## src/rtl/bfe_pkg.sv

```systemverilog
// Book fill estimator package: widths, opcodes, divide-by-100 constants and
// the lane tag that travels with each book level down the walk pipeline.
// No dependencies.
package bfe_pkg;

    localparam int LEVELS_DEF = 5;

    localparam int OPC_W   = 1;
    localparam int SIDE_W  = 2;
    localparam int LEVEL_W = 3;
    localparam int PRICE_W = 24;
    localparam int QTY_W   = 31;
    localparam int AMT_W   = 55;
    localparam int PCT_W   = 7;
    localparam int FILL_W  = 32;

    localparam logic [PCT_W-1:0] PCT_RESET = 7'd20;

    localparam logic [OPC_W-1:0]  OP_LOAD  = 1'b0;
    localparam logic [OPC_W-1:0]  OP_MATCH = 1'b1;
    localparam logic [SIDE_W-1:0] SIDE_ASK = 2'd0;
    localparam logic [SIDE_W-1:0] SIDE_BID = 2'd1;

    // volume / 100 : floor(vol * DIV_A_MAGIC / 2^DIV_A_SHIFT), exact for 31-bit vol
    localparam int               A_W         = 25;
    localparam int               DIV_A_W     = 32;
    localparam logic [DIV_A_W-1:0] DIV_A_MAGIC = 32'd2748779070;
    localparam int               DIV_A_SHIFT = 38;

    // remainder part: (rem * pct) / 100, exact for 14-bit products
    localparam int               REM_W       = 7;
    localparam int               BP_W        = 14;
    localparam int               DIV_B_W     = 15;
    localparam logic [DIV_B_W-1:0] DIV_B_MAGIC = 15'd20972;
    localparam int               DIV_B_SHIFT = 21;

    typedef struct packed {
        logic valid;
        logic last;
    } lane_t;

endpackage

```

## src/rtl/bfe_level_fill.sv

```systemverilog
// Per-level fill pipeline: price test and floor(volume * pct / 100) in four
// registered stages (reciprocal multiplies, no divider).
// Depends on bfe_pkg.
module bfe_level_fill
    import bfe_pkg::*;
(
    input  logic                clk,
    input  logic                rst_n,
    input  lane_t               lane_in,
    input  logic [PRICE_W-1:0]  price_in,
    input  logic [QTY_W-1:0]    volume_in,
    input  logic [PRICE_W-1:0]  limit,
    input  logic                is_bid,
    input  logic [PCT_W-1:0]    pct,
    output lane_t               lane_out,
    output logic [PRICE_W-1:0]  price_out,
    output logic                pass_out,
    output logic [FILL_W-1:0]   fill_out
);

    lane_t               s1_lane_reg, s2_lane_reg, s3_lane_reg, s4_lane_reg;
    logic [PRICE_W-1:0]  s1_price_reg, s2_price_reg, s3_price_reg, s4_price_reg;
    logic                s1_pass_reg, s2_pass_reg, s3_pass_reg, s4_pass_reg;
    logic [QTY_W-1:0]    s1_vol_reg;
    logic [A_W-1:0]      s1_a_reg;
    logic [FILL_W-1:0]   s2_ap_reg, s3_ap_reg, s4_fill_reg;
    logic [REM_W-1:0]    s2_b_reg;
    logic [BP_W-1:0]     s3_bp_reg;

    logic [QTY_W+DIV_A_W-1:0]  prod_a;
    logic                      pass_c;
    logic [QTY_W-1:0]          hund_c;
    logic [QTY_W-1:0]          rem_c;
    logic [BP_W+DIV_B_W-1:0]   prod_b;

    always_comb
    begin
        prod_a = (QTY_W+DIV_A_W)'(volume_in) * (QTY_W+DIV_A_W)'(DIV_A_MAGIC);
        if (is_bid)
        begin
            pass_c = (price_in >= limit) && (limit != '0);
        end
        else
        begin
            pass_c = (price_in != '0) && (price_in <= limit);
        end
        hund_c = QTY_W'(s1_a_reg) * QTY_W'(100);
        rem_c  = s1_vol_reg - hund_c;
        prod_b = (BP_W+DIV_B_W)'(s3_bp_reg) * (BP_W+DIV_B_W)'(DIV_B_MAGIC);
    end

    always_ff @(posedge clk or negedge rst_n)
    begin
        if (!rst_n)
        begin
            s1_lane_reg <= '0;
            s2_lane_reg <= '0;
            s3_lane_reg <= '0;
            s4_lane_reg <= '0;
        end
        else
        begin
            s1_lane_reg <= lane_in;
            s2_lane_reg <= s1_lane_reg;
            s3_lane_reg <= s2_lane_reg;
            s4_lane_reg <= s3_lane_reg;
        end
    end

    always_ff @(posedge clk)
    begin
        s1_price_reg <= price_in;
        s1_pass_reg  <= pass_c;
        s1_vol_reg   <= volume_in;
        s1_a_reg     <= prod_a[DIV_A_SHIFT +: A_W];

        s2_price_reg <= s1_price_reg;
        s2_pass_reg  <= s1_pass_reg;
        s2_ap_reg    <= FILL_W'(s1_a_reg) * FILL_W'(pct);
        s2_b_reg     <= rem_c[REM_W-1:0];

        s3_price_reg <= s2_price_reg;
        s3_pass_reg  <= s2_pass_reg;
        s3_ap_reg    <= s2_ap_reg;
        s3_bp_reg    <= BP_W'(s2_b_reg) * BP_W'(pct);

        s4_price_reg <= s3_price_reg;
        s4_pass_reg  <= s3_pass_reg;
        s4_fill_reg  <= s3_ap_reg + FILL_W'(prod_b[DIV_B_SHIFT +: REM_W]);
    end

    assign lane_out  = s4_lane_reg;
    assign price_out = s4_price_reg;
    assign pass_out  = s4_pass_reg;
    assign fill_out  = s4_fill_reg;

endmodule

```

## config.mk

```make
export PLATFORM = sky130hd
export DESIGN_NAME = bfe_level_fill
export DESIGN_NICKNAME = d
export VERILOG_FILES = /design/src/rtl/bfe_pkg.sv /design/src/rtl/bfe_level_fill.sv
export SDC_FILE = /design/constraint.sdc
export NUM_CORES = 2
export LEC_CHECK = 0
export BUFFER_PORTS_ARGS = -buffer_cell sky130_fd_sc_hd__buf_2
export CAP_MARGIN = 10
export CORE_AREA = 2 2 270 272
export CTS_BUF_LIST = sky130_fd_sc_hd__clkbuf_4 sky130_fd_sc_hd__clkbuf_8 sky130_fd_sc_hd__clkbuf_16
export DETAILED_ROUTE_END_ITERATION = 16
export DIE_AREA = 0 0 272 274
export HOLD_SLACK_MARGIN = 0.15
export PLACE_DENSITY = 0.72
export RECOVER_POWER = 50
export SLEW_MARGIN = 15
export SYNTH_ARGS = -nofsm -noshare
export SYNTH_HDL_FRONTEND = slang
export SYNTH_SLANG_ARGS = --single-unit
```

## constraint.sdc

```tcl
create_clock -name clk -period 9.26 [get_ports clk]
set_input_delay 0.463 -clock clk [delete_from_list [all_inputs] [get_ports clk]]
set_output_delay 0.463 -clock clk [all_outputs]
set_load 0.03 [all_outputs]
```

==> qor.csv <==
stage,metric,value,unit
run_status,status,"finished, violations left",
run_status,violations,"max-capacitance violations, max-slew violations",
cts,clkTransAtPathRegs,60,ps
grt,grt_max_degree,33,
floorplan,dieArea,74500,um2
grt,grt_usage,19.7,%
setup_path,cp-start-kind,primary input,
floorplan,rows,99,
cts,ctsRootBufferMaster,clkbuf_16,
cts,cts_buffers,25,
setup_path,ff2ff_setup_slack,2130,ps
yosys,synth_top_area_share,35.2,%
floorplan,core_area,72000,um2
cells_and_area,num-fill-cells,6533,
sta,rsz0062_at_grt,false,
setup_path,worstSetupPathType,in2reg,
sta,fmax,129,MHz
cts,clock_sinks,257,
sta,tns,0,ps
cells_and_area,n_antenna_cell,0,
floorplan,ios,150,
place,place_hpwl,62300,um
detailed_routing,ant_nets,0,
cells_and_area,nets,4653,
cells_and_area,layout-drive-gt1-share,5.49,%
sta,skew,28.6,ps
floorplan,start_util,45.5,%
yosys,synth_seq_area_share,15.8,%
yosys,syn-instance-count,3213,
yosys,synth_edf_count,0,
sta,slew_viol_final,33,
detailed_routing,post_drt_via_cell_ratio,4.93,
sta,slew_headroom,-19.0,%
place,portBuffers,149,
sta,setup_viol,0,
min_path,worstHoldPathType,in2reg,
detailed_routing,drt_iter0_drc,1043,
grt,grt_pass1_wl,117000,um
setup_path,crit_arrival,8200,ps
sta,tightest_slew,1780,ps
yosys,synthTopCellsByCount,"inv_1, ha_1, fa_1",
yosys,synthesis.area,32700,um2
setup_path,crit_required,9730,ps
place,gp_congestion,0.949,
cts,cts_setup_buffers,0,
yosys,synthTopCellsByArea,"fa_1, ha_1, dfxtp_1",
setup_path,endpoint_kind,flop,
cts,cts_tree,done,
sta,fin_crit_sh,83.5,%
yosys,synth-seq-cells,257,
detailed_routing,firstDrtPassIters,6,
yosys,ys_async_sr_fraction,3.11,%
detailed_routing,drt-total-wl,71300,um
detailed_routing,drc,0,
yosys,avgSynthCellArea,10.2,um2
yosys,synth_area_leader_cell,fa_1,
grt,globalRouteOverflowTotal,0,
setup_path,critPathMaxFanout,9,
grt,grt_pass1_vias,23000,
yosys,yosysMostFrequentCell,inv_1,
detailed_routing,via_count,21500,
yosys,yosys_warnings,0,
yosys,synth-main-ff-cell,dfxtp_1,
run,maxCapViolCount,1,
sta,min_period,7740,ps
cts,htreeDepth,1,
floorplan,die_h,274,um
floorplan,dieWidth,272,um
cts,clock_latency,550,ps
cells_and_area,syn2layout_area_growth,9.06,%
sta,final-hold-violation-count,0,
grt,antenna_found_initial,1,
yosys,synth_cell_types,66,
yosys,synth_nets,4478,
cts,cts_buffer_depth,3,
detailed_routing,avgRoutedWirePerCell,16.3,um
placed cells by master, fill, tap and decap left out, types with 6 or more instances in the layout:
| cell type | instances |
|---|---|
| o21ai_0 | 39 |
| o21a_1 | 6 |
| a21oi_1 | 92 |
| o21bai_1 | 16 |
| a31oi_1 | 11 |
| clkbuf_1 | 33 |
| dfxtp_1 | 249 |
| nor3_1 | 13 |
| or2_2 | 7 |
| and3_1 | 14 |
| nand4_1 | 20 |
| nor2_1 | 49 |
| nor4_1 | 14 |
| xor2_1 | 31 |
| nand3_1 | 24 |
| ha_1 | 599 |
| xnor2_1 | 82 |
| clkbuf_16 | 25 |
| and4_1 | 8 |
| nand2_1 | 220 |
| a211oi_1 | 8 |
| fa_1 | 575 |
| dfrtp_1 | 8 |
| nor2b_1 | 9 |
| inv_1 | 899 |
| dlygate4sd3_1 | 27 |
| and2_1 | 70 |
| a21o_1 | 47 |
| buf_2 | 116 |
what timing repair did:
| action | CTS | global route |
|---|---|---|
| hold buffers | 27 | 0 |
| gates resized for setup | 0 | 0 |
| endpoints found under the hold margin | 34 | 0 |
worst paths after layout:
kind	end	depth (start not counted)	from
setup / recovery	s1_a_reg[23]$_DFF_P_	25	volume_in[5]
hold / removal	s1_pass_reg$_DFF_P_	2	is_bid
setup reg to reg	fill_out[28]$_DFF_P_	26	s3_bp_reg[4]$_DFF_P_
hold reg to reg	price_out[13]$_DFF_P_	0	s3_price_reg[13]$_DFF_P_
max in group asynchronous	s2_lane_reg[1]$_DFF_PN0_	2	rst_n
min in group asynchronous	s1_lane_reg[1]$_DFF_PN0_	2	rst_n
final cells by class:
cell class / count / area (um2) / share of cell area, %
inverters: 899 / 3370 / 9.45
well taps: 959 / 1200 / 3.36
clock inverters: 15 / 224 / 0.627
repair buffers: 177 / 982 / 2.75
clock buffers: 29 / 668 / 1.87
flip-flops and latches: 257 / 5180 / 14.5
multi-input cells: 2028 / 24100 / 67.4
worst max-delay path, cell delays in order:
cell and delay, ps:
clkbuf_1 550, inv_1 300, fa_1 610, inv_1 60, ha_1 200, fa_1 480, inv_1 60, fa_1 530
inv_1 50, fa_1 490, fa_1 430, fa_1 490, inv_1 50, fa_1 470, inv_1 40, ha_1 290
nand2_1 120, nor4_2 650, o2111ai_1 210, a31oi_1 590, o211ai_2 250, a21oi_4 260, a21oi_2 110, o311ai_2 280
xor2_1 160
through the flow:
stage          worst slack (ps)  instances  hold slack, ps  utilization, %  area, um2
2_1_floorplan              2920       3213             167               -      32700
5_1_grt                    1140       4364             170            49.6      35700
3_5_place_dp               1330       4293             310            48.0      34600
3_3_place_gp               1400       4293             301            48.0      34600
6_report                   1520       4364             190            49.6      35700
4_1_cts                    1900       4364             166            49.7      35700
logic make-up after synthesis:
logic type / share of synthesized area [%]
XOR/XNOR: 3.02
adder cells (fa/ha/maj): 58.1
AND/OR/NAND/NOR: 6.86
buffers and inverters: 10.6
AO/OA/AOI/OAI: 5.57
flip-flops: 15.8
layer usage:
layer,GRT usage (%),wire length [um],vias to the layer above
met5,0,13,-
met4,5.13,1820,2
met3,3.10,4370,109
met2,34.0,34900,527
met1,25.7,30200,10600
li1,-,-,10200
Power is not shown: default switching activity piles up to over one toggle a cycle in this logic, so the estimate is an artifact.
