### src/rtl/bfe_pkg.sv
// Book fill estimator package: widths, opcodes, divide-by-100 constants and
// the lane tag that travels with each book level down the walk pipeline.
// No dependencies.
package bfe_pkg;

    localparam int LEVELS_DEF = 5;

    localparam int OPC_W   = 1;
    localparam int SIDE_W  = 2;
    localparam int LEVEL_W = 3;
    localparam int PRICE_W = 24;
    localparam int QTY_W   = 31;
    localparam int AMT_W   = 55;
    localparam int PCT_W   = 7;
    localparam int FILL_W  = 32;

    localparam logic [PCT_W-1:0] PCT_RESET = 7'd20;

    localparam logic [OPC_W-1:0]  OP_LOAD  = 1'b0;
    localparam logic [OPC_W-1:0]  OP_MATCH = 1'b1;
    localparam logic [SIDE_W-1:0] SIDE_ASK = 2'd0;
    localparam logic [SIDE_W-1:0] SIDE_BID = 2'd1;

    // volume / 100 : floor(vol * DIV_A_MAGIC / 2^DIV_A_SHIFT), exact for 31-bit vol
    localparam int               A_W         = 25;
    localparam int               DIV_A_W     = 32;
    localparam logic [DIV_A_W-1:0] DIV_A_MAGIC = 32'd2748779070;
    localparam int               DIV_A_SHIFT = 38;

    // remainder part: (rem * pct) / 100, exact for 14-bit products
    localparam int               REM_W       = 7;
    localparam int               BP_W        = 14;
    localparam int               DIV_B_W     = 15;
    localparam logic [DIV_B_W-1:0] DIV_B_MAGIC = 15'd20972;
    localparam int               DIV_B_SHIFT = 21;

    typedef struct packed {
        logic valid;
        logic last;
    } lane_t;

endpackage

### src/rtl/bfe_accum.sv
// Walk accumulator: clips each level's fill to what is still wanted, stops at
// the first failing level or when the wanted quantity is reached, sums amount.
// Depends on bfe_pkg.
module bfe_accum
    import bfe_pkg::*;
(
    input  logic                clk,
    input  logic                rst_n,
    input  logic                clear,
    input  logic [QTY_W-1:0]    want_qty,
    input  lane_t               lane_in,
    input  logic [PRICE_W-1:0]  price_in,
    input  logic                pass_in,
    input  logic [FILL_W-1:0]   fill_in,
    output logic                done,
    output logic [QTY_W-1:0]    sum_qty,
    output logic [AMT_W-1:0]    sum_amt
);

    logic                stop_reg, stop_next;
    logic [QTY_W-1:0]    sum_reg, sum_next;
    lane_t               e_lane_reg, m_lane_reg;
    logic [PRICE_W-1:0]  e_price_reg;
    logic [FILL_W-1:0]   e_eff_reg, eff_next;
    logic [AMT_W-1:0]    m_prod_reg;
    logic [AMT_W-1:0]    amt_reg;
    logic                done_reg;
    logic [QTY_W-1:0]    rem;
    logic [PRICE_W+FILL_W-1:0] prod;

    always_comb
    begin
        rem       = want_qty - sum_reg;
        stop_next = stop_reg;
        sum_next  = sum_reg;
        eff_next  = '0;
        if (lane_in.valid && !stop_reg)
        begin
            if (!pass_in)
            begin
                stop_next = 1'b1;
            end
            else if (fill_in >= FILL_W'(rem))
            begin
                eff_next  = FILL_W'(rem);
                sum_next  = want_qty;
                stop_next = 1'b1;
            end
            else
            begin
                eff_next = fill_in;
                sum_next = sum_reg + fill_in[QTY_W-1:0];
            end
        end
        prod = (PRICE_W+FILL_W)'(e_price_reg) * (PRICE_W+FILL_W)'(e_eff_reg);
    end

    always_ff @(posedge clk or negedge rst_n)
    begin
        if (!rst_n)
        begin
            stop_reg   <= 1'b0;
            sum_reg    <= '0;
            amt_reg    <= '0;
            e_lane_reg <= '0;
            m_lane_reg <= '0;
            done_reg   <= 1'b0;
        end
        else
        begin
            e_lane_reg <= lane_in;
            m_lane_reg <= e_lane_reg;
            done_reg   <= m_lane_reg.valid && m_lane_reg.last;
            if (clear)
            begin
                stop_reg <= 1'b0;
                sum_reg  <= '0;
                amt_reg  <= '0;
            end
            else
            begin
                stop_reg <= stop_next;
                sum_reg  <= sum_next;
                if (m_lane_reg.valid)
                begin
                    amt_reg <= amt_reg + m_prod_reg;
                end
            end
        end
    end

    always_ff @(posedge clk)
    begin
        e_price_reg <= price_in;
        e_eff_reg   <= eff_next;
        m_prod_reg  <= prod[AMT_W-1:0];
    end

    assign done    = done_reg;
    assign sum_qty = sum_reg;
    assign sum_amt = amt_reg;

endmodule

### config.mk
export PLATFORM = sky130hd
export DESIGN_NAME = bfe_accum
export DESIGN_NICKNAME = d
export VERILOG_FILES = /design/src/rtl/bfe_pkg.sv /design/src/rtl/bfe_accum.sv
export SDC_FILE = /design/constraint.sdc
export NUM_CORES = 2
export LEC_CHECK = 0
export ABC_AREA = 0
export BUFFER_PORTS_ARGS = -buffer_cell sky130_fd_sc_hd__buf_4
export CORE_ASPECT_RATIO = 1.5
export CORE_MARGIN = 2
export CORE_UTILIZATION = 35
export CTS_CLUSTER_DIAMETER = 30
export DETAILED_ROUTE_END_ITERATION = 12
export PLACE_DENSITY = 0.58
export SYNTH_ARGS = -nofsm -noshare
export SYNTH_HDL_FRONTEND = slang
export SYNTH_SLANG_ARGS = --single-unit
### constraint.sdc
create_clock -name clk -period 6.5 [get_ports clk]
set_clock_uncertainty 0.05 [all_clocks]
set_input_delay 0.65 -clock clk [delete_from_list [all_inputs] [get_ports clk]]
set_output_delay 0.65 -clock clk [all_outputs]
set_load 0.05 [all_outputs]
==> results.sh <==
export IMPL_outcome="complete, but fails checks"
export IMPL_failed_checks="negative setup slack"
export IMPL_finalWorstPathRequiredPeriod_ns=6.83
export IMPL_syn_num_nets=5445
export IMPL_cts_sink_count=203
export IMPL_post_synth_xor_area_fraction_pct=3.30
export IMPL_seq_power_share_pct=10.6
export IMPL_synthTopCellsByCount="sky130_fd_sc_hd__inv_1 (829), sky130_fd_sc_hd__fa_1 (660), sky130_fd_sc_hd__nand2_1 (488), sky130_fd_sc_hd__and2_1 (438), sky130_fd_sc_hd__ha_1 (322)"
export IMPL_final_net_count=5876
export IMPL_h_tree_depth=3
export IMPL_postSynth_topFlopCell="sky130_fd_sc_hd__dfxtp_1"
export IMPL_final_design_area_no_fill_um2=47300
export IMPL_finish_cell_count_without_fillers=6279
export IMPL_area_growth_synth_to_final_pct=24.0
export IMPL_swShare_pct=46.9
export IMPL_holdPathEnd="e_price_reg[15]"
export IMPL_hp_class="input pin to flip-flop"
export IMPL_critical_path_class="flip-flop to flip-flop"
export IMPL_ff2ff_path_depth=24
export IMPL_finalHoldViolCount=0
export IMPL_post_synth_cell_area_avg_um2=8.74
export IMPL_grt_start_max_net_pins=65
export IMPL_floorplan_die_width_um=274
export IMPL_drv_slew=0
export IMPL_yosys_area_share_adder_pct=45.2
export IMPL_drt_first_pass_iters=5
export IMPL_chipHeight_um=409
export IMPL_drtIter0Drc=1375
export IMPL_core_area_um2=108000
export IMPL_root_buffer="sky130_fd_sc_hd__clkbuf_16"
export IMPL_number_of_vias_in_the_routed_layout=31413
export IMPL_worst_slew_pin_slew_ns=0.882
export IMPL_final_setup_worst_slack_ns=-0.326
export IMPL_timing_critical_path_to_type="flip-flop"
export IMPL_post_drt_via_cell_ratio=5.00
export IMPL_static_leakage_power_nw=23.7
export IMPL_total_switching_power_mw=8.71
export IMPL_place_detailed_instances=6107
export IMPL_place_congestion=0.895
export IMPL_max_cap_violations=0
export IMPL_r2r_start="e_price_reg[0]"
export IMPL_synthesized_instance_count=4370
export IMPL_top_cell_type_s_share_of_synthesized_area_pct=34.6
export IMPL_hold_path_startpoint="price_in[15]"
export IMPL_grt_pass1_vias=33561
export IMPL_slew_headroom_pct=41.0
export IMPL_global_route_overflow_total=0
export IMPL_synth_seq_cells=203
export IMPL_hpwl_dp_mm=97.0
export IMPL_numPortBuffers=179
export IMPL_combinational_family_with_the_most_area_after_synthesis="adder cells"
export IMPL_initial_utilization_pct=35.2
export IMPL_ff2ff_setup_slack_ns=-0.33
export IMPL_synth_simple_area_share_pct=17.3
export IMPL_first_pass_grt_wire_length_mm=179
export IMPL_final_min_period_over_clock_period_pct=105
export IMPL_placedInstanceArea_um2=43600
export IMPL_design_die_area_um2=112000
export IMPL_synth_largest_area_cell="sky130_fd_sc_hd__fa_1"
export IMPL_unrepaired_setup_endpoints_after_global_routing="true"
export IMPL_required_ns=6.95
export IMPL_clock_fmax_ghz=0.146
export IMPL_clock_tree_from_tritoncts="done"
export IMPL_power_frac_clock_pct=17.2
export IMPL_peakVddDrop_mv=0.385
export IMPL_post_synth_num_cell_types=85
export IMPL_timing_final_setup_violations=19
export IMPL_drc_errors=0
export IMPL_rr_endpoint="m_prod_reg[54]"
export IMPL_groute_usage_overall_pct=20.7
export IMPL_synth_enable_flop_cells=0
export IMPL_p_total_mw=18.6
export IMPL_power_density_nw_per_um2=392
export IMPL_cts_buffers=66
export IMPL_clk_path_buf_depth=3
export IMPL_post_drt_wl_per_cell_um=18.5
export IMPL_fill_cells=10673
export IMPL_detail_route_antenna_nets=0
export IMPL_synth_sequential_area_ratio_pct=11.8
export IMPL_post_synth_mux_area_share_pct=1.74
export IMPL_postSynth_asyncResetShare_pct=45.3
export IMPL_synthMostInstantiatedCell="sky130_fd_sc_hd__inv_1"
export IMPL_layout_core_utilization_pct=43.7
export IMPL_cp_arrival_ns=7.28
export IMPL_routed_wirelength_mm=116
export IMPL_cell_rows=148
export IMPL_critical_path_max_fanout=6
export IMPL_intPower_mw=9.87
export IMPL_final_layout_size_suffix_gt1_share_pct=18.9
export IMPL_worst_skew_pair_late_latency_ns=0.65
export IMPL_clkTransAtPathRegs_ns=0.05
export IMPL_io_pins=180
export IMPL_synth_area_in_compound_gates_pct=10.3
export IMPL_combPwrFrac_pct=72.2
export IMPL_antenna_found_initial=3
export IMPL_syn_cell_area_um2=38200
export IMPL_synth_area_top_cells="sky130_fd_sc_hd__fa_1 (35%), sky130_fd_sc_hd__ha_1 (11%), sky130_fd_sc_hd__inv_1 (8.1%)"
export IMPL_synth_warning_count=0
export IMPL_crit_path_start_kind="flip-flop"
export IMPL_whs_path_cells=1
cell families (layout without fill, tap and decap cells):
| family | after synthesis | in the layout |
|---|---|---|
| AND/OR/NAND/NOR | 1331 | 1331 |
| XOR/XNOR | 144 | 144 |
| flip-flops | 203 | 203 |
| AO/OA/AOI/OAI | 596 | 596 |
| adder cells (fa/ha/maj) | 982 | 982 |
| other | 1 | 2 |
| buffers and inverters | 1047 | 1530 |
| multiplexers | 66 | 66 |
per-stage QoR:
step	worst slack (ns)	hold slack (ns)	TNS [ns]
6_report	-0.326	0.0758	-2.53
5_1_grt	-0.525	0.0647	-6.87
4_1_cts	-0.295	0.0387	-3.28
3_5_place_dp	-0.643	0.285	-11.45
3_3_place_gp	-0.583	0.282	-10.18
2_1_floorplan	-0.00300	0.281	-0.00300
worst max-delay path by stage:
| stage | startpoint | end | slack, ns | depth (start not counted) |
|---|---|---|---|---|
| 2_1_floorplan | e_eff_reg[21] | m_prod_reg[54] | -0.003 | 24 |
| 3_3_place_gp | e_price_reg[1] | m_prod_reg[54] | -0.58 | 24 |
| 3_5_place_dp | e_eff_reg[10] | m_prod_reg[54] | -0.64 | 25 |
| 4_1_cts | e_eff_reg[11] | m_prod_reg[49] | -0.29 | 24 |
| 5_1_grt | e_price_reg[0] | m_prod_reg[54] | -0.53 | 24 |
| 6_report | e_price_reg[0] | m_prod_reg[54] | -0.33 | 24 |
power groups by stage:
stage | Sequential (mW) | Clock [mW] | Combinational [mW]
floorplan | 2.31 | 0 | 7.35
global route | 2.00 | 3.32 | 14.8
detailed placement | 1.99 | 0 | 12.3
global placement | 1.99 | 0 | 12.2
finish | 1.97 | 3.20 | 13.4
CTS | 1.98 | 3.26 | 13.0
area by class of cell:
class                      count  area (um^2)  area share [%]
multi-input combinational   3120        30500            64.4
timing repair buffer         581         5130            10.8
sequential                   203         4630            9.77
inverter                     829         3110            6.57
clock buffer                  96         1940            4.09
tap                         1425         1780            3.77
clock inverter                24          269           0.568
antenna                        1         2.50         0.00529
per-layer routing:
layer	vias up	wire (um)	part of all wire (%)	global-route usage [%]
li1	14523	-	-	-
met1	15822	41200	35	21.3
met2	759	64000	55	39.8
met3	307	4060	3.5	2.48
met4	2	6990	6.0	11.6
met5	-	10	0.0086	0
repair_timing:
action                                  4_1_cts  5_1_grt
endpoints found under the setup margin       31       28
gates cloned                                  0        8
buffers inserted                             30       15
hold endpoints to repair                     34        0
hold buffers                                  1        0
gates resized for setup                     184      130
pin swaps                                    69       68
critical path, cell delays in order, from the launching register on:
cell	delay, ns
sky130_fd_sc_hd__dfxtp_4	0.37
sky130_fd_sc_hd__buf_12	0.15
sky130_fd_sc_hd__and2_1	0.17
sky130_fd_sc_hd__fa_1	0.51
sky130_fd_sc_hd__fa_1	0.55
sky130_fd_sc_hd__inv_1	0.06
sky130_fd_sc_hd__fa_2	0.57
sky130_fd_sc_hd__fa_1	0.43
sky130_fd_sc_hd__inv_2	0.08
sky130_fd_sc_hd__fa_2	0.44
sky130_fd_sc_hd__fa_1	0.49
sky130_fd_sc_hd__inv_1	0.06
sky130_fd_sc_hd__fa_1	0.54
sky130_fd_sc_hd__inv_2	0.06
sky130_fd_sc_hd__ha_4	0.21
sky130_fd_sc_hd__a21o_1	0.19
sky130_fd_sc_hd__a21o_1	0.18
sky130_fd_sc_hd__a21oi_2	0.18
sky130_fd_sc_hd__o21ai_4	0.09
sky130_fd_sc_hd__a2111oi_4	0.43
sky130_fd_sc_hd__a21oi_2	0.15
sky130_fd_sc_hd__o21a_1	0.21
sky130_fd_sc_hd__o21a_1	0.19
sky130_fd_sc_hd__o41ai_2	0.23
sky130_fd_sc_hd__xnor2_1	0.11
placed cells by master, fill, tap and decap left out, types with 31 or more instances in the layout:
cell type / n
sky130_fd_sc_hd__mux2i_1: 62
sky130_fd_sc_hd__buf_12: 35
sky130_fd_sc_hd__inv_1: 803
sky130_fd_sc_hd__xnor2_1: 84
sky130_fd_sc_hd__nor3_1: 31
sky130_fd_sc_hd__buf_4: 490
sky130_fd_sc_hd__o21ai_0: 79
sky130_fd_sc_hd__dfxtp_1: 73
sky130_fd_sc_hd__a21o_1: 85
sky130_fd_sc_hd__xor2_1: 59
sky130_fd_sc_hd__dfrtp_1: 91
sky130_fd_sc_hd__nor2_1: 179
sky130_fd_sc_hd__buf_6: 40
sky130_fd_sc_hd__nand2_1: 477
sky130_fd_sc_hd__a21oi_1: 160
sky130_fd_sc_hd__fa_1: 627
sky130_fd_sc_hd__fa_2: 33
sky130_fd_sc_hd__and2_1: 416
sky130_fd_sc_hd__ha_1: 301
sky130_fd_sc_hd__nand3_1: 43
sky130_fd_sc_hd__a211oi_1: 46
sky130_fd_sc_hd__clkbuf_16: 75
(Power assumes the default switching activity.)
