### src/rtl/bfe_pkg.sv
// Book fill estimator package: widths, opcodes, divide-by-100 constants and
// the lane tag that travels with each book level down the walk pipeline.
// No dependencies.
package bfe_pkg;

    localparam int LEVELS_DEF = 5;

    localparam int OPC_W   = 1;
    localparam int SIDE_W  = 2;
    localparam int LEVEL_W = 3;
    localparam int PRICE_W = 24;
    localparam int QTY_W   = 31;
    localparam int AMT_W   = 55;
    localparam int PCT_W   = 7;
    localparam int FILL_W  = 32;

    localparam logic [PCT_W-1:0] PCT_RESET = 7'd20;

    localparam logic [OPC_W-1:0]  OP_LOAD  = 1'b0;
    localparam logic [OPC_W-1:0]  OP_MATCH = 1'b1;
    localparam logic [SIDE_W-1:0] SIDE_ASK = 2'd0;
    localparam logic [SIDE_W-1:0] SIDE_BID = 2'd1;

    // volume / 100 : floor(vol * DIV_A_MAGIC / 2^DIV_A_SHIFT), exact for 31-bit vol
    localparam int               A_W         = 25;
    localparam int               DIV_A_W     = 32;
    localparam logic [DIV_A_W-1:0] DIV_A_MAGIC = 32'd2748779070;
    localparam int               DIV_A_SHIFT = 38;

    // remainder part: (rem * pct) / 100, exact for 14-bit products
    localparam int               REM_W       = 7;
    localparam int               BP_W        = 14;
    localparam int               DIV_B_W     = 15;
    localparam logic [DIV_B_W-1:0] DIV_B_MAGIC = 15'd20972;
    localparam int               DIV_B_SHIFT = 21;

    typedef struct packed {
        logic valid;
        logic last;
    } lane_t;

endpackage

### src/rtl/bfe_book_mem.sv
// Book storage: ask and bid levels, price and volume per entry, one write and
// one registered read per cycle; per-entry valid bits give the zero reset.
// Depends on bfe_pkg.
module bfe_book_mem
    import bfe_pkg::*;
#(
    parameter int LEVELS = LEVELS_DEF
)
(
    input  logic                              clk,
    input  logic                              rst_n,
    input  logic                              wr_en,
    input  logic [$clog2(2*LEVELS)-1:0]       wr_addr,
    input  logic [PRICE_W-1:0]                wr_price,
    input  logic [QTY_W-1:0]                  wr_volume,
    input  logic                              rd_en,
    input  logic [$clog2(2*LEVELS)-1:0]       rd_addr,
    output logic [PRICE_W-1:0]                rd_price,
    output logic [QTY_W-1:0]                  rd_volume
);

    localparam int DEPTH = 2 * LEVELS;

    logic [PRICE_W+QTY_W-1:0] mem [DEPTH];
    logic [DEPTH-1:0]         valid_reg;
    logic [PRICE_W+QTY_W-1:0] rd_data_reg;
    logic                     rd_hit_reg;

    always_ff @(posedge clk)
    begin
        if (wr_en)
        begin
            mem[wr_addr] <= {wr_price, wr_volume};
        end
        if (rd_en)
        begin
            rd_data_reg <= mem[rd_addr];
        end
    end

    always_ff @(posedge clk or negedge rst_n)
    begin
        if (!rst_n)
        begin
            valid_reg  <= '0;
            rd_hit_reg <= 1'b0;
        end
        else
        begin
            if (wr_en)
            begin
                valid_reg[wr_addr] <= 1'b1;
            end
            if (rd_en)
            begin
                rd_hit_reg <= valid_reg[rd_addr];
            end
        end
    end

    assign rd_price  = rd_hit_reg ? rd_data_reg[QTY_W +: PRICE_W] : '0;
    assign rd_volume = rd_hit_reg ? rd_data_reg[QTY_W-1:0]        : '0;

endmodule

### config.mk
export PLATFORM = sky130hd
export DESIGN_NAME = bfe_book_mem
export DESIGN_NICKNAME = d
export VERILOG_FILES = /design/src/rtl/bfe_pkg.sv /design/src/rtl/bfe_book_mem.sv
export SDC_FILE = /design/constraint.sdc
export NUM_CORES = 1
export LEC_CHECK = 0
export ABC_AREA = 1
export BUFFER_PORTS_ARGS = -buffer_cell sky130_fd_sc_hd__buf_2
export CELL_PAD_IN_SITES_DETAIL_PLACEMENT = 0
export CELL_PAD_IN_SITES_GLOBAL_PLACEMENT = 1
export CORE_MARGIN = 8
export CORE_UTILIZATION = 50
export DETAILED_ROUTE_END_ITERATION = 6
export GPL_TIMING_DRIVEN = 0
export PLACE_DENSITY = 0.78
export SLEW_MARGIN = 10
export SYNTH_ARGS = -nofsm -noshare
export SYNTH_HDL_FRONTEND = slang
export SYNTH_SLANG_ARGS = --single-unit
export TNS_END_PERCENT = 20
### constraint.sdc
create_clock -name clk -period 1.5 [get_ports clk]
set_input_delay 0.3 -clock clk [delete_from_list [all_inputs] [get_ports clk]]
set_output_delay 0.3 -clock clk [all_outputs]
set_load 0.02 [all_outputs]
==> flow_metrics.env, run 1 <==
export IMPL_outcome="finished with violations"
export IMPL_violations="negative setup slack"
export IMPL_grt_max_degree=30
export IMPL_synth_edf_count=605
export IMPL_avgViaCountPerCell=5.58
export IMPL_worst_setup_path_end_kind="primary output"
export IMPL_die_x_um=236
export IMPL_numCtsBuffers=61
export IMPL_syn_area_um2=24200
export IMPL_wl_per_cell_um=21.9
export IMPL_cp_max_fo=10
export IMPL_syn_avg_cell_area_um2=12.8
export IMPL_finalSetupTns_ns=-34.78
export IMPL_synth_ff_latch_count=616
export IMPL_final_max_slew_viol_count=0
export IMPL_synth_area_leader_cell="edfxtp_1"
export IMPL_worstMarginPinSlew_ns=0.793
export IMPL_design_portCount=122
export IMPL_syn_nets=1963
export IMPL_initial_utilization_pct=50.7
export IMPL_clkTransAtPathRegs_ns=0.06
export IMPL_async_reset_ff_share_pct=1.79
export IMPL_yosysUniqueCellTypes=20
export IMPL_critical_path_arrival_ns=1.67
export IMPL_io_buffers=121
export IMPL_rows=80
export IMPL_r2r_cells=6
export IMPL_worstSkewPairLatency_ns=0.62
export IMPL_dr_pass1_iters=7
export IMPL_syn_inst=1896
export IMPL_cts_buffer_depth=3
export IMPL_tritoncts="built"
export IMPL_layout_nets=2225
export IMPL_dp_cells=2653
export IMPL_fillers=3624
export IMPL_setup_viol_count_final=175
export IMPL_areaGrowthSynthToFinish_pct=20.6
export IMPL_hpwl_mm=40.4
export IMPL_min_from="wr_price[7]"
export IMPL_hold_path_depth=1
export IMPL_final_cells=2824
export IMPL_drive_above_1_share_pct=16.1
export IMPL_synth_area_top_cells="edfxtp_1 75%, nor2_1 6.2%, o21ai_0 5.6%"
export IMPL_synth_main_ff_cell="edfxtp_1"
export IMPL_rsz0062_at_grt="true"
export IMPL_cap_violations=0
export IMPL_required_ns=1.20
export IMPL_worstSetupStartpointType="register"
export IMPL_period_share_pct=132
export IMPL_slew_headroom_pct=47.1
export IMPL_die_h_um=236
export IMPL_power_density_nw_per_um2=1300
export IMPL_r2r_end="rd_data_reg[50]"
export IMPL_power_leakage_nw=10.6
export IMPL_fmax_ghz=0.507
export IMPL_yosys_warnings=0
export IMPL_seqCellArea_um2=18400
export IMPL_reg2reg_from="mem[1][50]"
export IMPL_setup_slack_ns=-0.473
export IMPL_grt_pass1_wl_mm=93.0
export IMPL_yosys_top_cells_count="605 x edfxtp_1, 397 x nor2_1, 269 x o21ai_0"
export IMPL_fin_worst_skew_ns=0.0145
export IMPL_r2r_setup_slack_ns=0.26
export IMPL_overflow=0
export IMPL_grt_usage_pct=21.8
export IMPL_period_minus_slack_ns=1.97
export IMPL_hold_viol_final=0
export IMPL_antenna_found_initial=2
export IMPL_ant_nets=0
export IMPL_synth_top_area_share_pct=75.0
export IMPL_drt_total_wl_mm=61.9
export IMPL_hold_path_class="primary input to register"
export IMPL_worstSetupPathType="register to primary output"
export IMPL_synth_most_common_cell="edfxtp_1"
export IMPL_yosysSeqAreaShare_pct=76.1
export IMPL_cts_htree_levels=2
export IMPL_ir_drop_mv=1.04
export IMPL_numClockSinks=616
export IMPL_routabilityCongestion=0.776
export IMPL_core_area_um2=47700
export IMPL_multiInputGateArea_um2=4820
export IMPL_cts_root_buf="clkbuf_16"
export IMPL_drtIter0Drc=1639
export IMPL_via_count=15800
export IMPL_drcViolationCount=0
export IMPL_whs_endpoint="mem[9][38]"
export IMPL_largest_register_ffs=550
export IMPL_grt_pass1_vias=15500
export IMPL_die_area_um2=55700
[final cells by class]
| type | count | area share, % |
|---|---|---|
| clock inverters | 34 | 1.31 |
| well taps | 615 | 2.63 |
| plain buffers | 115 | 2.45 |
| multi-input cells | 1039 | 16.5 |
| repair buffers | 199 | 6.68 |
| diodes | 1 | 0.00857 |
| flip-flops and latches | 616 | 63.1 |
| clock buffers | 79 | 5.67 |
| inverters | 126 | 1.62 |
[routing by layer]
layer	global-route usage, %	wire [um]	up-vias
li1	-	-	7240
met1	30.1	26400	7731
met2	35.2	29000	672
met3	3.79	4960	111
met4	6.59	1490	2
met5	0	12	-
[through the flow]
step / utilization, % / setup WS (ns) / instance area [um^2] / total power, mW / hold WS [ns]
after floorplan: - / -0.546 / 24300 / 21.2 / 0.00441
after global placement: 53.8 / -1.44 / 25700 / 22.3 / 0.186
after detailed placement: 54.8 / -1.06 / 26100 / 22.4 / 0.194
after CTS: 60.6 / -0.499 / 29000 / 38.0 / 0.000307
after global routing: 61.2 / -0.536 / 29200 / 39.0 / 0.0143
final: 61.2 / -0.473 / 29200 / 38.0 / 0.0313
[worst max-delay path by stage]
stage               start        endpoint  cells past startpoint
4_1_cts        rd_hit_reg   rd_volume[23]                      5
3_3_place_gp   wr_addr[3]      mem[3][28]                      3
3_5_place_dp   rd_addr[2]  rd_data_reg[4]                      6
6_report       rd_hit_reg   rd_volume[25]                      5
2_1_floorplan  wr_addr[3]       mem[2][0]                      2
5_1_grt        rd_hit_reg   rd_volume[23]                      5
[layout by cell type (no fill, tap or decap), types with 6 or more instances in the layout]
| cell type | instances |
|---|---|
| edfxtp_1 | 605 |
| nor2_1 | 387 |
| o21ai_0 | 269 |
| nand3_1 | 119 |
| inv_1 | 107 |
| nand2_1 | 106 |
| buf_2 | 104 |
| clkbuf_16 | 65 |
| buf_6 | 59 |
| a21oi_1 | 56 |
| o211ai_1 | 55 |
| clkbuf_1 | 55 |
| dlygate4sd3_1 | 51 |
| inv_2 | 19 |
| buf_12 | 16 |
| nand2_2 | 16 |
| o21ai_1 | 16 |
| buf_4 | 16 |
| dfrtp_1 | 11 |
| nor2_4 | 10 |
| clkinv_2 | 10 |
| clkinv_1 | 8 |
| bufinv_16 | 8 |
| buf_16 | 8 |
| clkbuf_2 | 7 |
| buf_1 | 6 |
| clkinvlp_4 | 6 |
[critical path, cell delays in order (launching register included)]
cell and delay, ns:
dfrtp_1 0.41, clkbuf_16 0.22, buf_12 0.16, nand2_1 0.06, inv_1 0.04, buf_4 0.14
[logic make-up after synthesis]
family | Yosys count | synth area share, %
AND/OR/NAND/NOR | 642 | 10.6
flip-flops | 616 | 76.1
AO/OA/AOI/OAI | 397 | 8.78
buffers and inverters | 241 | 4.49
[report_power, final]
| group | total [mW] | switching (mW) | internal [mW] |
|---|---|---|---|
| logic | 2.98 | 1.94 | 1.04 |
| registers | 19.5 | 0.107 | 19.4 |
| clock network | 15.5 | 6.37 | 9.14 |
| total | 38.0 | 8.41 | 29.6 |
[timing repair]
item                                   in CTS  in global routing
hold buffers                               51                  0
gates cloned                                0                  1
setup endpoints to repair                 336                281
endpoints found under the hold margin     485                  0
pin swaps                                   1                  2
gates resized for setup                    77                 84
buffers inserted                            2                  3
No activity file was read; power rests on OpenSTA's default activity.
==> run 2, diff against run 1 <==
==> constraint.sdc (replaced) <==
create_clock -name clk -period 1.5 [get_ports clk]
set_input_delay 0 -clock clk [delete_from_list [all_inputs] [get_ports clk]]
set_output_delay 0 -clock clk [all_outputs]
set_load 0.02 [all_outputs]
==> run 2 against run 1 <==
Net effect:
- combinational power shrank 3%
- sequential share of layout area grew 0.19 points
- wire length grew 0.44%
- hold slack gained 0.053 ns
- highest routed layer unchanged
- clock-buffer cell count is the same
- sequential power is essentially flat
- fmax grew 13%
- clock power is essentially flat
- die area is the same
- register-to-register slack is essentially flat
- via count grew 0.39%
- critical endpoint is now rd_data_reg[8]
- utilization shrank 0.19 points
- the run still ends with negative setup slack left
==> flow_metrics.env, run 2 (same netlist as run 1, synthesis figures left out) <==
export IMPL_cts_root_buf="clkbuf_16"
export IMPL_hold_viol_final=0
export IMPL_avgViaCountPerCell=5.58
export IMPL_setup_slack_ns=-0.244
export IMPL_grtUsageMet1_pct=30.2
export IMPL_seqCellArea_um2=18400
export IMPL_drcViolationCount=0
export IMPL_mostFrequentLayoutCell="edfxtp_1"
export IMPL_outcome="finished with violations"
export IMPL_numCtsBuffers=61
export IMPL_fin_worst_skew_ns=0.0100
export IMPL_largest_register_ffs=550
export IMPL_core_area_um2=47700
export IMPL_place_ws_ns=-0.760
export IMPL_worstSetupStartpointType="primary input"
export IMPL_hpwl_mm=40.4
export IMPL_final_cells=2834
export IMPL_place_area_um2=26100
export IMPL_die_x_um=236
export IMPL_final_cell_area_um2=29100
export IMPL_fillers=3638
export IMPL_io_buffers=121
export IMPL_slew_headroom_pct=37.5
export IMPL_via_count=15800
export IMPL_die_area_um2=55700
export IMPL_layout_nets=2235
export IMPL_multiInputGateArea_um2=4780
export IMPL_grt_usage_pct=21.9
export IMPL_final_core_util_pct=61.0
export IMPL_grt_pass1_wl_mm=93.5
export IMPL_areaGrowthSynthToFinish_pct=20.2
export IMPL_power_leakage_nw=10.6
export IMPL_design_portCount=122
export IMPL_numClockSinks=616
export IMPL_clkTransAtPathRegs_ns=0.06
export IMPL_wl_per_cell_um=21.9
export IMPL_rows=80
export IMPL_period_share_pct=116
export IMPL_antenna_found_initial=2
export IMPL_grt_max_degree=30
export IMPL_routabilityCongestion=0.776
export IMPL_finalSetupTns_ns=-7.82
export IMPL_fin_hold_ws_ns=0.0846
export IMPL_grt_pass1_vias=15600
export IMPL_cap_violations=0
export IMPL_use_met2_pct=35.5
export IMPL_worstSkewPairLatency_ns=0.62
export IMPL_setup_viol_count_final=65
export IMPL_critical_path_arrival_ns=2.11
export IMPL_die_h_um=236
export IMPL_dp_cells=2653
export IMPL_final_cell_mix="605 x edfxtp_1, 387 x nor2_1, 269 x o21ai_0, 122 x buf_2"
export IMPL_worst_setup_path_end_kind="register"
export IMPL_ir_drop_mv=1.04
export IMPL_tritoncts="built"
export IMPL_required_ns=1.86
export IMPL_rsz0062_at_grt="true"
export IMPL_cts_buffer_depth=3
export IMPL_overflow=0
export IMPL_total_power_mw=37.9
export IMPL_drt_total_wl_mm=62.2
export IMPL_cts_htree_levels=2
export IMPL_ant_nets=0
export IMPL_dr_pass1_iters=7
export IMPL_initial_utilization_pct=50.7
export IMPL_worstSetupPathType="primary input to register"
export IMPL_drtIter0Drc=1626
export IMPL_period_minus_slack_ns=1.74
export IMPL_grt_busiest_layer="met2"
export IMPL_violations="negative setup slack"
export IMPL_cp_max_fo=10
export IMPL_hold_path_class="primary input to register"
export IMPL_power_density_nw_per_um2=1300
export IMPL_final_max_slew_viol_count=0
export IMPL_drive_above_1_share_pct=14.5
export IMPL_fmax_ghz=0.573
export IMPL_gr_usage_met3_pct=3.61
export IMPL_worstMarginPinSlew_ns=0.937
==> run 2: cell types whose count changed in the layout (fill, tap and decap cells not counted), sizes merged <==
cell / before / now
dlygate4sd3: 51 / 66
clkbuf: 130 / 128
buf: 211 / 209
clkdlybuf4s15: 1 / 0
==> run 2: path summary, 6_finish.rpt <==
check | startpoint | end | slack (ns) | depth (start not counted)
worst max-delay path | rd_addr[2] | rd_data_reg[8] | -0.24 | 6
worst min-delay path | wr_addr[2] | mem[8][52] | 0.08 | 4
worst max register to register | mem[5][8] | rd_data_reg[8] | 0.26 | 6
worst min register to register | valid_reg[2] | valid_reg[2] | 0.46 | 2
max in group asynchronous | rst_n | valid_reg[2] | 0.67 | 3
min in group asynchronous | rst_n | valid_reg[4] | 0.45 | 3
==> run 2: timing repair <==
action | CTS | global route
endpoints found under the setup margin | 68 | 129
cloned | 0 | 0
hold buffers | 66 | 0
buffers inserted | 1 | 0
hold endpoints to repair | 598 | 0
gates resized for setup | 64 | 32
pin swaps | 0 | 0
==> run 2: final cells by class <==
class / count / area share [%]
Antenna cell: 1 / 0.00859
Buffer: 115 / 2.38
Clock buffer: 79 / 5.69
Clock inverter: 34 / 1.31
Inverter: 126 / 1.62
Multi-Input combinational cell: 1039 / 16.4
Sequential cell: 616 / 63.3
Tap cell: 615 / 2.64
Timing Repair Buffer: 209 / 6.60
==> run 2: routing by layer <==
metal	vias to the layer above	wire, um
li1	7257	-
met2	663	29100
met5	-	12
met4	2	1640
met1	7787	26600
met3	109	4790
==> run 2: critical path, stage by stage <==
cell	delay, ns
buf_2	0.13
clkbuf_1	0.68
buf_1	0.77
o211ai_1	0.25
nand3_1	0.20
nand2_1	0.07
==> run 2: where the power goes <==
part | internal [mW] | leakage (nW) | switching [mW]
clock | 9.14 | 0.982 | 6.39
sequential | 19.4 | 5.61 | 0.103
combinational | 0.975 | 4.01 | 1.91
